--- src/hw/rtl/smx_pkg.sv ---
// Shared types, constants and opcodes of the stack machine executor.
// No dependencies.
package smx_pkg;

    localparam int MEM_WORDS   = 256;
    localparam int STACK_DEPTH = 64;
    localparam int MEM_AW      = $clog2(MEM_WORDS);
    localparam int STK_AW      = $clog2(STACK_DEPTH);
    localparam int SP_W        = $clog2(STACK_DEPTH + 1);

    localparam logic [4:0] OP_PUSH   = 5'd0;
    localparam logic [4:0] OP_STORE  = 5'd1;
    localparam logic [4:0] OP_LOAD   = 5'd2;
    localparam logic [4:0] OP_SETLN  = 5'd3;
    localparam logic [4:0] OP_JUMP   = 5'd4;
    localparam logic [4:0] OP_JUMPIF = 5'd5;
    localparam logic [4:0] OP_HALT   = 5'd6;
    localparam logic [4:0] OP_NEXTLN = 5'd7;
    localparam logic [4:0] OP_WRI    = 5'd8;
    localparam logic [4:0] OP_WRS    = 5'd9;
    localparam logic [4:0] OP_WRLNI  = 5'd10;
    localparam logic [4:0] OP_WRLNS  = 5'd11;
    localparam logic [4:0] OP_READ   = 5'd12;
    localparam logic [4:0] OP_ADD    = 5'd13;
    localparam logic [4:0] OP_SUB    = 5'd14;
    localparam logic [4:0] OP_MUL    = 5'd15;
    localparam logic [4:0] OP_DIV    = 5'd16;
    localparam logic [4:0] OP_MOD    = 5'd17;
    localparam logic [4:0] OP_EQ     = 5'd18;
    localparam logic [4:0] OP_NE     = 5'd19;
    localparam logic [4:0] OP_GT     = 5'd20;
    localparam logic [4:0] OP_LT     = 5'd21;
    localparam logic [4:0] OP_GE     = 5'd22;
    localparam logic [4:0] OP_LE     = 5'd23;

    localparam logic [1:0] ST_CONT  = 2'd0;
    localparam logic [1:0] ST_HALT  = 2'd1;
    localparam logic [1:0] ST_STEP  = 2'd2;
    localparam logic [1:0] ST_FAULT = 2'd3;

    localparam logic [2:0] F_NONE  = 3'd0;
    localparam logic [2:0] F_OVER  = 3'd1;
    localparam logic [2:0] F_UNDER = 3'd2;
    localparam logic [2:0] F_ADDR  = 3'd3;
    localparam logic [2:0] F_JUMP  = 3'd4;
    localparam logic [2:0] F_DIVZ  = 3'd5;
    localparam logic [2:0] F_OPC   = 3'd6;

    localparam logic [1:0] PK_NONE = 2'd0;
    localparam logic [1:0] PK_INT  = 2'd1;
    localparam logic [1:0] PK_STR  = 2'd2;

    localparam logic CFG_STEP  = 1'b0;
    localparam logic CFG_LINES = 1'b1;

    typedef struct packed {
        logic [4:0]         command;
        logic signed [31:0] immediate;
        logic signed [31:0] read_value;
    } t_in;

    typedef struct packed {
        logic [1:0]         status;
        logic [2:0]         fault_code;
        logic               jump_taken;
        logic [15:0]        jump_target;
        logic [1:0]         print_kind;
        logic signed [31:0] print_value;
        logic               print_newline;
        logic [15:0]        current_line;
        logic [SP_W-1:0]    stack_level;
        logic               step_halted;
    } t_out;

    typedef struct packed {
        logic cap;
        logic rd2;
        logic exe;
        logic ld_fin;
        logic div_step;
        logic div_fin;
    } t_ctl;

    typedef struct packed {
        logic go_load;
        logic go_div;
        logic div_last;
    } t_sts;

endpackage

--- src/hw/rtl/smx_ctrl.sv ---
// Sequencer of the stack machine executor: steps one instruction through
// read, execute, memory or divide, and hand-off. Depends on smx_pkg.
module smx_ctrl (
    input  logic          i_clk,
    input  logic          i_rst_n,
    input  logic          i_in_valid,
    input  logic          i_out_free,
    input  smx_pkg::t_sts i_sts,
    output smx_pkg::t_ctl o_ctl,
    output logic          o_in_ready,
    output logic          o_push
);
    localparam logic [2:0] S_IDLE = 3'd0;
    localparam logic [2:0] S_RD2  = 3'd1;
    localparam logic [2:0] S_EXE  = 3'd2;
    localparam logic [2:0] S_MEM  = 3'd3;
    localparam logic [2:0] S_DIV  = 3'd4;
    localparam logic [2:0] S_DWB  = 3'd5;
    localparam logic [2:0] S_FIN  = 3'd6;

    logic [2:0] r_state, n_state;

    always_ff @(posedge i_clk) begin
        if (!i_rst_n) begin
            r_state <= S_IDLE;
        end else begin
            r_state <= n_state;
        end
    end

    assign o_in_ready = (r_state == S_IDLE);

    always_comb begin
        n_state = r_state;
        o_ctl   = '0;
        o_push  = 1'b0;
        unique case (r_state)
            S_IDLE: begin
                if (i_in_valid) begin
                    o_ctl.cap = 1'b1;
                    n_state   = S_RD2;
                end
            end
            S_RD2: begin
                o_ctl.rd2 = 1'b1;
                n_state   = S_EXE;
            end
            S_EXE: begin
                o_ctl.exe = 1'b1;
                if (i_sts.go_load) begin
                    n_state = S_MEM;
                end else if (i_sts.go_div) begin
                    n_state = S_DIV;
                end else begin
                    n_state = S_FIN;
                end
            end
            S_MEM: begin
                o_ctl.ld_fin = 1'b1;
                n_state      = S_FIN;
            end
            S_DIV: begin
                o_ctl.div_step = 1'b1;
                if (i_sts.div_last) begin
                    n_state = S_DWB;
                end
            end
            S_DWB: begin
                o_ctl.div_fin = 1'b1;
                n_state       = S_FIN;
            end
            S_FIN: begin
                if (i_out_free) begin
                    o_push  = 1'b1;
                    n_state = S_IDLE;
                end
            end
            default: begin
                n_state = S_IDLE;
            end
        endcase
    end
endmodule

--- config.mk ---
export PLATFORM = sky130hd
export DESIGN_NAME = smx_ctrl
export DESIGN_NICKNAME = d
export VERILOG_FILES = /design/src/hw/rtl/smx_pkg.sv /design/src/hw/rtl/smx_ctrl.sv
export SDC_FILE = /design/constraint.sdc
export NUM_CORES = 1
export LEC_CHECK = 0
export BUFFER_PORTS_ARGS = -buffer_cell sky130_fd_sc_hd__buf_2
export CAP_MARGIN = 40
export CORE_AREA = 2 2 39 41
export CTS_BUF_LIST = sky130_fd_sc_hd__clkbuf_2
export CTS_CLUSTER_SIZE = 10
export DETAILED_ROUTE_END_ITERATION = 16
export DIE_AREA = 0 0 41 43
export PLACE_DENSITY_LB_ADDON = 0.08
export REMOVE_ABC_BUFFERS = 1
export SLEW_MARGIN = 10
export SYNTH_ARGS = -nofsm -noshare
export SYNTH_HDL_FRONTEND = slang
export SYNTH_SLANG_ARGS = --single-unit
--- constraint.sdc ---
create_clock -name i_clk -period 1.38 [get_ports i_clk]
set_clock_uncertainty 0.1 [all_clocks]
set_input_delay 0.207 -clock i_clk [delete_from_list [all_inputs] [get_ports i_clk]]
set_output_delay 0.207 -clock i_clk [all_outputs]
set_load 0.1 [all_outputs]
* Yosys cells after proc, flatten, opt, wreduce, memory -nomap -nowiden
Cells that the tools add are included.
Cells by class: equal/unequal tests 9, multiplexer cells 15, reductions and logical operators 3
Operators with widths (number):
- $pmux W3 S6 | 1
- $mux W3 | 4
- $eq A3 B3 Y1 const B | 3
- $mux W1 | 9
- $eq A3 B2 Y1 const B | 2
- $ne A2 B2 Y1 const B | 3
- $eq A3 B1 Y1 const B | 1
- $logic_not A3 Y1 | 1
- $reduce_and A3 Y1 | 1
- $mux W2 | 1
- $reduce_or A2 Y1 | 1
Storage, ports and cells: flip-flop bits (word level) 3, input port bits 7, output and inout bits 8, word-level logic and storage cells 28

* Logic depth before layout (Yosys ltp)
depth in word-level cells 3, depth in mapped cells 4, gate-level depth less buffers 3

* Worst setup path after synthesis
No wires, ideal clock.
path type reg2out, start point register r_state[1], end point output port o_ctl[5] (netlist bit), arrival 3.532 ns, required time 1.073 ns, setup slack -2.459 ns, cell stages (with the launch flop) 4, buffers on the path 1, cell sequence dfxtp_1 buf_2 nor3_1 and2_1
RTL lines:
- start: declaration | RTL line smx_ctrl.sv:21 | logic [2:0] r_state, n_state;
- start signal: assignment | RTL line smx_ctrl.sv:27 | r_state <= n_state;
- end: declaration | RTL line smx_ctrl.sv:9 | output smx_pkg::t_ctl o_ctl,

* Worst setup path after layout
start point register r_state[2], end point output port o_push
On the way: longest elaborated chain between the ends 2
Ends and longest elaborated chain:
- $eq A3 B3 Y1 | RTL line smx_ctrl.sv:37 | unique case (r_state)
- $mux W1 | RTL line smx_ctrl.sv:37
- end: declaration | RTL line smx_ctrl.sv:11 | output logic o_push
No other way between the ends.

==> flow_metrics.tcl <==
set metrics [dict create \
    rr_worst_depth 4 \
    ys_types 20 \
    finalHoldViolCount 0 \
    drt-vias-per-instance 4.27 \
    hold_depth 3 \
    path_cells "or2b_1 -> nor2_2 -> buf_12" \
    antenna_found_initial 0 \
    p_per_area_mw_per_mm2 1090 \
    tightestPinTransition_ns 0.235 \
    routabilityCongestion 0.741 \
    clkPwrFrac 0.199 \
    cp_num_cells 3 \
    synthAdderAreaFrac 0 \
    max_freq_mhz 678 \
    core_region_area_sq_mm 0.00138 \
    via_count 303 \
    largest_reg_flops 3 \
    syn_avg_cell_area_sq_um 7.23 \
    drtAntennaViolNets 0 \
    critPathBufInv 1 \
    root_buffer "clkbuf_2" \
    maxCapViolations 0 \
    cts_tree "done" \
    slowest_delay_ns 0.37 \
    grtUsageTotal 0.100 \
    die_x_microns 41 \
    wl_microns 688 \
    io_pins 15 \
    clk_latency_ns 0.20 \
    synth_seq_cells 3 \
    dp_hpwl_microns 498 \
    cts.clk_slew.worst_paths_ns 0.04 \
    min_period_over_period 1.07 \
    seqPwrFrac 0.197 \
    critPathTopFamily "simple AND/OR/NAND/NOR gates" \
    grt_max_degree 11 \
    synth_compound_area_frac 0.151 \
    top_register "r_state" \
    portBuffers 14 \
    rows 14 \
    whs_ns 0.164 \
    crit_required_ns 1.07 \
    synth_area_sq_um 231 \
    drive_above_1_share 0.673 \
    route.detailed.drc 0 \
    violations "negative setup slack" \
    synth_xor_xnor_area_share 0 \
    worst_path_max_delay_cell "dfxtp_4" \
    cp.arrival_ns 1.17 \
    syn2layout_area_growth_pct 139 \
    status "finished, violations left" \
    period_minus_slack_ns 1.48 \
    placedCellCount 66 \
    holdBufCountCts 0 \
    ys_seq_area_frac 0.259 \
    worst_slack_ns -0.0953 \
    grt_pass1_wl_microns 1170 \
    htree_levels 1 \
    p_comb_frac 0.603 \
    critical_path_class "reg -> out" \
    end_kind "primary output" \
    rsz0062_at_grt "true" \
    critPathLaunchType "register" \
    yosysWarnings 0 \
    diodes 0 \
    avgRoutedWirePerCell_microns 9.69 \
    power.static_leakage_nw 0.241 \
    synth_top_family_by_area "simple AND/OR/NAND/NOR gates" \
    setup_violations 6 \
    ir_worst_vdd_mv 0.582 \
    top_regs "r_state: 3 flops" \
    cts_made_buffers 3 \
    relSlewSlack 0.842 \
    p_total_mw 0.601 \
    min-delay-path-class "in -> reg" \
    dieArea_sq_mm 0.00176 \
    layout.nets 63 \
    worst-path-max-fanout 6 \
    swShare 0.460 \
    finalNonFillerCells 71 \
    synthSimpleGateAreaFrac 0.465 \
    grt-ovfl-total 0 \
    grt_pass1_vias 277 \
    slew_violations 0 \
    die-height_microns 43 \
    firstDrtPassIters 3 \
    synthMuxAreaShare 0 \
    clock_sinks 3 \
    synthCells 32 \
    detail_route.iter0.violations 2 \
    cts_buffer_depth 2 \
    p_sw_mw 0.276 \
    p_int_mw 0.324 \
    initial_core_util 0.167 \
    fillers 133 \
]
==> logic make-up after synthesis <==
kind of cell           Yosys count
buffers and inverters            5
flip-flops                       3
AO/OA/AOI/OAI                    6
AND/OR/NAND/NOR                 18
==> routing by layer <==
metal  up-vias  part of all wire  track usage  wire (microns)
met5         -                 0            0               0
met4         0                 0       0.0800               0
met3         0             0.057       0.0419              39
met2         8              0.53        0.138             367
met1       140              0.41        0.116             281
li1        155                 -            -               -
==> worst reg2reg max path: stages (launching register included) <==
cell and delay [ns]:
dfxtp_4 0.36, buf_4 0.14, or3b_1 0.36, a21oi_1 0.15
nor2_1 0.05
==> synthesized netlist by cell type <==
cell / number / share of area
inv_1: 2 / 0.032
nand3_1: 1 / 0.022
o211ai_1: 1 / 0.032
and3_1: 1 / 0.027
nand3b_1: 1 / 0.032
a21boi_0: 1 / 0.032
o21ai_0: 3 / 0.065
and4b_1: 1 / 0.043
or3b_1: 1 / 0.038
buf_6: 1 / 0.049
or2b_1: 1 / 0.032
dfxtp_1: 3 / 0.26
nand2_1: 2 / 0.032
nand2b_1: 1 / 0.027
a21oi_1: 1 / 0.022
and2_1: 1 / 0.027
nor3_1: 1 / 0.022
nor3b_1: 3 / 0.097
buf_2: 2 / 0.043
nor2_1: 4 / 0.065
==> power by group through the flow <==
stage	clock (mW)	sequential (mW)	combinational, mW
detailed placement	0	0.117	0.338
global route	0.137	0.121	0.379
global placement	0	0.117	0.337
finish	0.120	0.119	0.362
CTS	0.124	0.116	0.358
floorplan	0	0.113	0.195
==> placed cells by master, fill, tap and decap left out <==
master / synthesis / layout
nand2b_1: 1 / 1
nand2_1: 2 / 2
buf_6: 1 / 3
or3b_1: 1 / 1
o21ai_0: 3 / 3
inv_1: 2 / 2
clkbuf_2: 0 / 4
dfxtp_2: 0 / 1
buf_12: 0 / 8
buf_4: 0 / 5
nor3b_2: 0 / 3
and4b_1: 1 / 1
nor2_1: 4 / 2
nor3_2: 0 / 1
buf_2: 2 / 6
nand3b_1: 1 / 1
or2b_1: 1 / 1
nor2_2: 0 / 2
a21boi_0: 1 / 1
o211ai_1: 1 / 1
and2_4: 0 / 1
and3_4: 0 / 1
dfxtp_4: 0 / 2
nand3_1: 1 / 1
a21oi_1: 1 / 1
==> final timing paths <==
check | startpoint | to | slack, ns
hold reg to reg | r_state[0] | r_state[1] | 0.48
hold / removal | i_rst_n | r_state[1] | 0.16
setup reg to reg | r_state[2] | r_state[1] | 0.11
setup / recovery | r_state[2] | o_push | -0.1
==> stage by stage <==
step | instance area [sq um] | setup TNS [ns] | setup slack, ns | utilization
2_1_floorplan | 210 | -10.68 | -2.40 | -
3_3_place_gp | 473 | -0.0162 | -0.0117 | 0.342
3_5_place_dp | 473 | -0.00860 | -0.00619 | 0.342
4_1_cts | 537 | -0.594 | -0.109 | 0.388
5_1_grt | 553 | -0.996 | -0.168 | 0.400
6_report | 553 | -0.391 | -0.0953 | 0.400
==> layout make-up <==
class | instances | area, sq um | share of cell area
clock buffers | 4 | 20.0 | 0.0362
inverters | 2 | 7.51 | 0.0136
multi-input cells | 24 | 175 | 0.317
flip-flops and latches | 3 | 68.8 | 0.124
well taps | 16 | 20.0 | 0.0362
repair buffers | 22 | 262 | 0.473
==> repair_timing <==
action,in CTS,in global routing
gates resized for setup,12,4
buffers inserted,1,0
pin swaps,2,2
cloned,0,0
endpoints found under the setup margin,8,8
(Power assumes the default switching activity.)
